**src/rtl/core/bba_pkg.sv**
```systemverilog
// shared types and constants of the bitmap block allocator
package bba_pkg;

  localparam int OP_W   = 2;
  localparam int BLK_W  = 11;
  localparam int BYTE_W = 8;

  localparam logic [OP_W-1:0] OP_ALLOC   = 2'd0;
  localparam logic [OP_W-1:0] OP_RELEASE = 2'd1;
  localparam logic [OP_W-1:0] OP_WRITE   = 2'd2;
  localparam logic [OP_W-1:0] OP_READ    = 2'd3;

  localparam logic [BYTE_W-1:0] FULL_BYTE = 8'hff;

  typedef struct packed {
    logic [OP_W-1:0]   op;
    logic [BLK_W-1:0]  block_num;
    logic [BYTE_W-1:0] byte_index;
    logic [BYTE_W-1:0] byte_data;
  } bba_in_t;

  typedef struct packed {
    logic              status;
    logic [BLK_W-1:0]  alloc_block;
    logic [BYTE_W-1:0] read_byte;
  } bba_out_t;

endpackage

```
**src/rtl/core/bitmap_block_allocator_core.sv**
```systemverilog
// top level of the bitmap first-fit block allocator
//
// Usage: one request word enters on in_* (valid/ready), one result word leaves
// on out_* (valid/ready) for every request. Ops: allocate, release a block,
// write a map byte, read a map byte.
// The used-block map lives in a single-port-write synchronous RAM of MAP_BYTES
// bytes; one bit per byte in flops marks the bytes that are all ones.
// Sequence: the block handles one request at a time. An allocate passes
// through S_SRCH, S_RD and S_WR from acceptance to the result register
// (full-mark group scan, group select and RAM read, read-modify-write), the
// other ops through S_RD and S_WR; the next request can be accepted the cycle
// after the result reaches the output register. The RAM read latency and the
// two-level full-mark priority encoder set these steps.
// Reset: after rst_n is released the RAM is swept to zero, one byte per cycle,
// for MAP_BYTES cycles; in_ready stays low during the sweep.
// Stall: if out_ready is low the finished result waits in the output register
// or a holding register; no new request is taken while it waits in the latter.
module bitmap_block_allocator_core #(
  parameter int MAP_BYTES = 256
) (
  input  logic              clk,
  input  logic              rst_n,
  input  logic              in_valid,
  output logic              in_ready,
  input  bba_pkg::bba_in_t  in_data,
  output logic              out_valid,
  input  logic              out_ready,
  output bba_pkg::bba_out_t out_data
);

  localparam int AW  = (MAP_BYTES > 1) ? $clog2(MAP_BYTES) : 1;
  localparam int PW  = 13;
  localparam int GW  = 16;
  localparam int GIW = 4;
  localparam int NG  = (MAP_BYTES + GW - 1) / GW;
  localparam logic [AW-1:0] LAST_ADDR = AW'(MAP_BYTES - 1);
  localparam logic [PW-1:0] MAP_LIMIT = PW'(MAP_BYTES);

  localparam logic [2:0] S_CLEAR = 3'd0;
  localparam logic [2:0] S_IDLE  = 3'd1;
  localparam logic [2:0] S_SRCH  = 3'd2;
  localparam logic [2:0] S_RD    = 3'd3;
  localparam logic [2:0] S_WR    = 3'd4;
  localparam logic [2:0] S_PUSH  = 3'd5;

  logic [2:0]              state_r, state_nxt;
  logic [AW-1:0]           clr_cnt_r;
  logic [MAP_BYTES-1:0]    fm_r;
  bba_pkg::bba_in_t        req_r;
  logic [AW-1:0]           pos_r;
  logic                    full_r;
  logic                    rng_r;
  logic [NG-1:0]           grp_ok_r;
  logic [GIW-1:0]          grp_idx_r [NG];
  logic [7:0]              rd_data_r;
  bba_pkg::bba_out_t       res_r;
  logic                    out_valid_r;
  bba_pkg::bba_out_t       out_data_r;

  logic [7:0]              map_mem [MAP_BYTES];

  logic [NG*GW-1:0]        fm_pad;
  logic [NG-1:0]           grp_ok;
  logic [GIW-1:0]          grp_idx [NG];
  logic                    srch_found;
  logic [PW-1:0]           srch_pos_w;
  logic [AW-1:0]           srch_pos;
  logic [7:0]              item_pos8;
  logic [PW-1:0]           item_pos_w;
  logic                    item_rng;
  logic [AW-1:0]           mem_ra;
  logic                    mem_we;
  logic [AW-1:0]           mem_wa;
  logic [7:0]              mem_wd;
  logic [2:0]              free_bit;
  logic [7:0]              new_byte;
  logic                    upd_en;
  logic [PW+2:0]           grant_w;
  bba_pkg::bba_out_t       res;
  logic                    out_free;
  logic                    in_acc;

  assign in_ready  = (state_r == S_IDLE);
  assign in_acc    = in_valid && in_ready;
  assign out_valid = out_valid_r;
  assign out_data  = out_data_r;
  assign out_free  = !out_valid_r || out_ready;

  // first level of the full-mark search: lowest free byte inside each group
  always_comb begin
    fm_pad = '1;
    fm_pad[MAP_BYTES-1:0] = fm_r;
    for (int g = 0; g < NG; g++) begin
      grp_ok[g]  = 1'b0;
      grp_idx[g] = '0;
      for (int b = GW - 1; b >= 0; b--) begin
        if (!fm_pad[g*GW+b]) begin
          grp_ok[g]  = 1'b1;
          grp_idx[g] = GIW'(b);
        end
      end
    end
  end

  // second level: lowest group with a free byte
  always_comb begin
    srch_found = 1'b0;
    srch_pos_w = '0;
    for (int g = NG - 1; g >= 0; g--) begin
      if (grp_ok_r[g]) begin
        srch_found = 1'b1;
        srch_pos_w = (PW'(g) << GIW) | PW'(grp_idx_r[g]);
      end
    end
    srch_pos = srch_pos_w[AW-1:0];
  end

  always_comb begin
    item_pos8  = (req_r.op == bba_pkg::OP_RELEASE) ? req_r.block_num[10:3] : req_r.byte_index;
    item_pos_w = PW'(item_pos8);
    item_rng   = (item_pos_w < MAP_LIMIT);
    mem_ra     = (req_r.op == bba_pkg::OP_ALLOC) ? srch_pos : item_pos_w[AW-1:0];
  end

  // modify step on the byte read back from the map
  always_comb begin
    free_bit = 3'd7;
    for (int b = 6; b >= 0; b--) begin
      if (!rd_data_r[b]) begin
        free_bit = 3'(b);
      end
    end
    grant_w  = {PW'(pos_r), free_bit};
    new_byte = rd_data_r;
    upd_en   = 1'b0;
    res      = '0;
    unique case (req_r.op)
      bba_pkg::OP_ALLOC: begin
        if (full_r) begin
          res.status = 1'b1;
        end else begin
          new_byte        = rd_data_r | (8'd1 << free_bit);
          upd_en          = 1'b1;
          res.alloc_block = grant_w[bba_pkg::BLK_W-1:0];
        end
      end
      bba_pkg::OP_RELEASE: begin
        new_byte = rd_data_r & ~(8'd1 << req_r.block_num[2:0]);
        upd_en   = rng_r;
      end
      bba_pkg::OP_WRITE: begin
        new_byte = req_r.byte_data;
        upd_en   = rng_r;
      end
      bba_pkg::OP_READ: begin
        res.read_byte = rng_r ? rd_data_r : 8'd0;
      end
      default: begin
        res = '0;
      end
    endcase
  end

  always_comb begin
    mem_we = 1'b0;
    mem_wa = pos_r;
    mem_wd = new_byte;
    if (state_r == S_CLEAR) begin
      mem_we = 1'b1;
      mem_wa = clr_cnt_r;
      mem_wd = '0;
    end else if (state_r == S_WR) begin
      mem_we = upd_en;
    end
  end

  always_ff @(posedge clk) begin
    if (mem_we) begin
      map_mem[mem_wa] <= mem_wd;
    end
    rd_data_r <= map_mem[mem_ra];
  end

  always_comb begin
    state_nxt = state_r;
    unique case (state_r)
      S_CLEAR: state_nxt = (clr_cnt_r == LAST_ADDR) ? S_IDLE : S_CLEAR;
      S_IDLE: begin
        if (in_acc) begin
          state_nxt = (in_data.op == bba_pkg::OP_ALLOC) ? S_SRCH : S_RD;
        end
      end
      S_SRCH:  state_nxt = S_RD;
      S_RD:    state_nxt = S_WR;
      S_WR:    state_nxt = out_free ? S_IDLE : S_PUSH;
      S_PUSH:  state_nxt = out_free ? S_IDLE : S_PUSH;
      default: state_nxt = S_IDLE;
    endcase
  end

  always_ff @(posedge clk) begin
    if (!rst_n) begin
      state_r     <= S_CLEAR;
      clr_cnt_r   <= '0;
      fm_r        <= '0;
      out_valid_r <= 1'b0;
    end else begin
      state_r <= state_nxt;
      if (state_r == S_CLEAR) begin
        clr_cnt_r <= clr_cnt_r + AW'(1);
      end
      if (state_r == S_WR && upd_en) begin
        fm_r[pos_r] <= (new_byte == bba_pkg::FULL_BYTE);
      end
      if ((state_r == S_WR || state_r == S_PUSH) && out_free) begin
        out_valid_r <= 1'b1;
      end else if (out_ready) begin
        out_valid_r <= 1'b0;
      end
    end
  end

  // payload registers
  always_ff @(posedge clk) begin
    if (in_acc) begin
      req_r <= in_data;
    end
    if (state_r == S_SRCH) begin
      grp_ok_r <= grp_ok;
      for (int g = 0; g < NG; g++) begin
        grp_idx_r[g] <= grp_idx[g];
      end
    end
    if (state_r == S_RD) begin
      pos_r  <= mem_ra;
      full_r <= (req_r.op == bba_pkg::OP_ALLOC) && !srch_found;
      rng_r  <= item_rng;
    end
    if (state_r == S_WR) begin
      res_r <= res;
      if (out_free) begin
        out_data_r <= res;
      end
    end else if (state_r == S_PUSH && out_free) begin
      out_data_r <= res_r;
    end
  end

endmodule

```
**config.mk**
```make
export PLATFORM = sky130hd
export DESIGN_NAME = bitmap_block_allocator_core
export DESIGN_NICKNAME = d
export VERILOG_FILES = /design/src/rtl/core/bba_pkg.sv /design/src/rtl/core/bitmap_block_allocator_core.sv
export SDC_FILE = /design/constraint.sdc
export NUM_CORES = 2
export LEC_CHECK = 0
export BUFFER_PORTS_ARGS = -buffer_cell sky130_fd_sc_hd__buf_2
export CORE_AREA = 2 2 463 465
export DETAILED_ROUTE_END_ITERATION = 10
export DIE_AREA = 0 0 465 467
export GPL_TIMING_DRIVEN = 0
export HOLD_SLACK_MARGIN = 0.08
export SYNTH_ARGS = -nofsm -noshare
export SYNTH_HDL_FRONTEND = slang
export SYNTH_SLANG_ARGS = --single-unit
```
**constraint.sdc**
```tcl
create_clock -name clk -period 24.2 [get_ports clk]
set_input_delay 4.84 -clock clk [delete_from_list [all_inputs] [get_ports clk]]
set_output_delay 4.84 -clock clk [all_outputs]
set_load 0.01 [all_outputs]
```
# After elaboration in Yosys (flattened, before gate mapping)
# Memories as Yosys holds them, arrays and structs flattened. A register that Yosys moved wholly into a read port is not among the register bits.
# Cells that the tools add are included.
dict set report op_classes {
  add_sub_neg 1
  n_lt_le_gt_ge 2
  n_eq_ne 12
  shifts 2
  mux 342
  bitwise 3
  reduce_logical 34
}
# op count
set ops {}
lappend ops {{2-to-1 mux 4 bit} 256}
lappend ops {{bitwise mux 256 bit} 1}
lappend ops {{AND reduction 15 bit} 16}
lappend ops {{2-to-1 mux 8 bit} 22}
lappend ops {{2-to-1 mux 20 bit} 3}
lappend ops {{2-to-1 mux 1 bit} 46}
lappend ops {{2-to-1 mux 3 bit} 8}
lappend ops {{case mux 8 bit (3 select lines)} 1}
lappend ops {{== test 8 bit (second input constant)} 2}
lappend ops {{left shift 1 x 3 -> 8 bit (first input constant)} 2}
lappend ops {{case mux 3 bit (5 select lines)} 1}
lappend ops {{2-to-1 mux 12 bit} 1}
lappend ops {{2-to-1 mux 11 bit} 1}
lappend ops {{less-than comparator 8 x 9 -> 1 bit (second input constant)} 1}
lappend ops {{adder 8 x 1 -> 8 bit (second input constant)} 1}
lappend ops {{bitwise AND 8 bit} 1}
lappend ops {{demux 1 bit (select 8 bit)} 1}
lappend ops {{greater-or-equal comparator 8 x 1 -> 1 bit (second input constant)} 1}
lappend ops {{inverter 8 bit} 1}
lappend ops {{OR 8 bit} 1}
lappend ops {{== test 3 x 2 -> 1 bit (second input constant)} 2}
lappend ops {{== test 3 bit (second input constant)} 2}
lappend ops {{logical AND 1 bit} 6}
lappend ops {{== test 2 bit (second input constant)} 2}
lappend ops {{12 further kinds} 17}
dict set report totals {
  reg_bits 362
  ram_bits 2112
  out_inout_bits 22
  wordCells 430
  memories 2
}
# name depth word_bits read_ports rd_clocked_by_memory_dff write_ports line
set mem_list {}
lappend mem_list {map_mem 256 8 1 1 1 bitmap_block_allocator_core.sv:60} ;# logic [7:0] map_mem [MAP_BYTES];
lappend mem_list {grp_idx_r 16 4 16 0 16 bitmap_block_allocator_core.sv:54} ;# logic [GIW-1:0] grp_idx_r [NG];

# Depth between registers and ports, before layout
dict set report depth {
  word_depth 18
  depth_mapped 20
}

# Worst setup path before layout
# OpenSTA, ideal clock, no wires.
dict set report synth_path {
  path_kind {register to register}
  from {reg req_r[27] (netlist name)}
  to {mem map_mem[0][6] (data pin)}
  setup_ns 1.388
  arrival_ns 7.829
  slack_ns 14.983
  path_stages_with_launch 12
  period_less_slack_ns 9.217
  path_cell_list {edfxtp_1 inv_1 ha_1 buf_2 clkbuf_1 nor2b_1 nand3_1 nor2_1 nand4_1 a21oi_1 a21oi_1 nor2_1}
}
dict set report synth_between {
  elab_chain_len 3
}
# element line
set synth_lines {}
lappend synth_lines {{from (decl)} bitmap_block_allocator_core.sv:49} ;# bba_pkg::bba_in_t req_r;
lappend synth_lines {{from (signal assigned)} bitmap_block_allocator_core.sv:226} ;# req_r <= in_data;
lappend synth_lines {{== test 2 bit (tied with other cells)} bitmap_block_allocator_core.sv:137} ;# unique case (req_r.op)
lappend synth_lines {{case mux 8 bit (3 select lines) (*)} bitmap_block_allocator_core.sv:137}
lappend synth_lines {{2-to-1 mux 8 bit (*)} bitmap_block_allocator_core.sv:168} ;# if (state_r == S_CLEAR) begin
lappend synth_lines {{named net mem_wd[6]} bitmap_block_allocator_core.sv:74} ;# logic [7:0] mem_wd;
lappend synth_lines {{to (decl)} bitmap_block_allocator_core.sv:60}
# Mark *: on every way through the listed nets, which the timed path passes. The rest lies on a longest branch.

# Worst setup path in the final report
dict set report layout_path {
  from {reg grp_ok_r[4]}
  to {reg rd_data_r[0] (read register of map_mem)}
}
dict set report layout_between {
  elab_chain_len 6
}
# element line
set layout_lines {}
lappend layout_lines {{from (decl)} bitmap_block_allocator_core.sv:53} ;# logic [NG-1:0] grp_ok_r;
lappend layout_lines {{from (signal assigned)} bitmap_block_allocator_core.sv:229} ;# grp_ok_r <= grp_ok;
lappend layout_lines {{2-to-1 mux 8 bit (5 in series)} bitmap_block_allocator_core.sv:110} ;# if (grp_ok_r[g]) begin
lappend layout_lines {{2-to-1 mux 8 bit} bitmap_block_allocator_core.sv:122} ;# mem_ra = (req_r.op == bba_pkg::OP_ALLOC) ? srch_pos : item_pos_w[AW-1:0];
lappend layout_lines {{to (decl)} bitmap_block_allocator_core.sv:55} ;# logic [7:0] rd_data_r;
# Every way passes these cells.
# A chain may end at the register's enable or synchronous reset.

==> flow_summary.yaml <==
logic_synthesis:
  syn-cell-area_mm2: 0.101
  muxShareOfSynthArea_pct: 3.02
  syn-mean-instance-area_um2: 13.1
  synth_top_family_by_area: "compound AO/OA/AOI/OAI gates"
  synthCells: 7745
  synth_seq_cells: 2482
  synth-compound-area-share_pct: 11.9
  async_reset_ff_share_pct: 0
  synth_edf_count: 2206
  ys_warn_count: 0
  synth_top_area_cell: "edfxtp_1"
  synth_top_area_share_pct: 65.4
  synth_simple_gate_area_share_pct: 11.5
  yosysSeqAreaShare_pct: 70.9
  synthAdderAreaFrac_pct: 0.0741
  synthFlopType: "edfxtp_1"
  syn_nets: 7784
  yosys-top-cells-area: "edfxtp_1 (65%), dfxtp_1 (5.5%), nand2_1 (5.0%), a21boi_0 (2.3%), a21oi_1 (1.9%)"
  synth_xor_area_share_pct: 0.0605
  yosysUniqueCellTypes: 73
timing:
  max_slew_margin_pct: -13.3
  tightest_slew_ns: 1.66
  max_freq_ghz: 0.126
  fin_crit_sh_pct: 32.9
  fin_setup_tns_ns: 0
  setup_ws_ns: 16.23
  finalCriticalPeriod_ns: 7.97
  hold_viol: 0
  rsz0062_at_grt: "no"
  slew_viol_final: 101
  setup_viol: 0
  skew_ns: 0.0570
route:
  wl_per_cell_um: 37.5
  viasPerCell: 6.75
  wl_mm: 420
  ant_nets: 0
  num_vias: 75600
  dr.pass1.iters: 9
  drtIter0Drc: 13900
  drc_errors: 0
worst_setup_path:
  critical_path_class: "register to register"
  worst_ep_required_time_ns: 24.95
  startpoint_type: "register"
  endpoint_kind: "register"
  arrival_ns: 8.72
  cp_max_fo: 10
  rrSetupSlack_ns: 16.23
clocking:
  cts_buffer_depth: 4
  cts_hold_buffers: 0
  path_clk_slew_ns: 0.06
  ctsRootBufferMaster: "clkbuf_16"
  cts_resized: 0
  cts_setup_buffers: 0
  clock-sinks: 2482
  cts_buffers: 281
  clkLatencyLatePin_ns: 0.96
  tritoncts: "yes"
  h-tree-depth: 5
global_route:
  grt_pass1_wl_mm: 562
  antenna_found_initial: 47
  grt_use_total_pct: 37.8
  grt_max_degree: 81
  grt_pass1_vias: 69300
  grt-ovfl-total: 0
finish:
  drive_gt1_share_pct: 10.2
  fin_util_pct: 54.4
  instances_no_fill: 11200
  layout_common_cells: "edfxtp_1 (2,206), nand2_1 (1,343), a21oi_1 (378)"
  final_nets: 8187
  layout_commonest_cell: "edfxtp_1"
  area.growth.synth_to_final_pct: 13.7
placed_design:
  dp.cells: 10700
  port_buffers: 53
  pre_cts_ws_ns: 17.03
  post-dp-hpwl_mm: 293
  gp_congestion: 1.03
min_path:
  hp-class: "register to register"
flow_run:
  cap_violations: 11
power_and_ir_drop:
  ir_drop_v: 0.0000942
  power_density_mw_per_mm2: 76.0
  total_power_uw: 8750
  p_leak_uw: 0.0364
run_status:
  violations: "capacitance limit, slew limit"
  run_status: "finished, violations left"
die:
  die_w_um: 465
  core.rowCount: 169
  dieArea_mm2: 0.217
  core_area_mm2: 0.212
  initial_utilization_pct: 47.9
  ios: 55
  fp.dieH_um: 467
-- worst paths after layout --
path                                     end  cells after the start         from
worst min register to register   fm_pad[171]                      2  fm_pad[171]
worst max register to register  rd_data_r[0]                     15  grp_ok_r[4]
worst max-delay path            rd_data_r[0]                     15  grp_ok_r[4]
worst min-delay path             fm_pad[171]                      2  fm_pad[171]
-- registers in the layout, summed over array words and instances, names as in the netlist --
| register | cells |
|---|---|
| out_valid | 1 |
| pos_r | 8 |
| map_mem | 2048 |
| out_data | 20 |
| fm_pad | 256 |
| clr_cnt_r | 8 |
| grp_ok_r | 16 |
| req_r | 29 |
| rd_data_r | 8 |
| res_r | 20 |
| state_r | 3 |
| full_r | 1 |
| grp_idx_r | 64 |
-- logic make-up (layout without fill, tap and decap cells) --
family	after synthesis	after routing
other	0	32
adder cells (fa/ha/maj)	6	6
XOR/XNOR	7	7
flip-flops	2482	2482
buffers and inverters	619	1216
AND/OR/NAND/NOR	2617	2617
AO/OA/AOI/OAI	1815	1815
multiplexers	199	199
-- metal layers --
metal | up-vias | track usage (%) | share of wire (%)
li1 | 30300 | - | -
met1 | 37400 | 47.3 | 35
met2 | 6283 | 55.2 | 43
met3 | 1580 | 12.9 | 14
met4 | 18 | 26.8 | 8.6
met5 | - | 0 | 0.036
-- cells in the mapped netlist, types with 42 or more instances --
| library cell | number |
|---|---|
| edfxtp_1 | 2206 |
| nand2_1 | 1343 |
| a21oi_1 | 379 |
| nor2_1 | 374 |
| nand3_1 | 368 |
| o21ai_0 | 359 |
| a21boi_0 | 306 |
| clkbuf_1 | 305 |
| dfxtp_1 | 276 |
| and3_1 | 273 |
| a211oi_1 | 208 |
| buf_2 | 166 |
| a311oi_1 | 147 |
| a31oi_1 | 129 |
| mux2i_1 | 84 |
| mux4_2 | 82 |
| inv_1 | 72 |
| nand4_1 | 65 |
| a22oi_1 | 58 |
| nor3_1 | 58 |
| a221oi_1 | 51 |
| buf_1 | 42 |
-- critical path: stages, from the launching register on --
cell and delay (ns):
edfxtp_1 0.57, a211o_1 0.33, a31oi_1 0.55, o211ai_1 0.31, a311oi_1 0.55, or2_1 0.19, buf_6 0.11, buf_6 0.16
buf_6 0.18, buf_2 0.56, buf_2 0.71, clkbuf_1 0.83, a311oi_1 0.24, o41ai_1 0.91, nand4_1 0.78, a32o_1 0.68
-- cell type report --
cell class / instances / area, µm²
diodes: 32 / 80.1
plain buffers: 542 / 2410
clock buffers: 357 / 7650
clock inverters: 120 / 920
fillers: 17500 / 96500
inverters: 77 / 289
multi-input cells: 4644 / 27000
flip-flops and latches: 2482 / 71800
well taps: 2821 / 3530
repair buffers: 120 / 1570
-- where the power goes --
group | internal [µW] | leakage (µW) | switching, µW
registers | 4600 | 0.0208 | 1.68
clock network | 2370 | 0.00420 | 1730
logic | 10.6 | 0.0114 | 34.7
-- through the flow --
stage          hold WS (ns)  cell area (µm²)
2_1_floorplan         0.465           101000
3_5_place_dp          0.484           107000
6_report              0.489           115000
3_3_place_gp          0.478           105000
5_1_grt               0.522           115000
4_1_cts               0.493           115000
No activity file was read; power rests on OpenSTA's default activity.
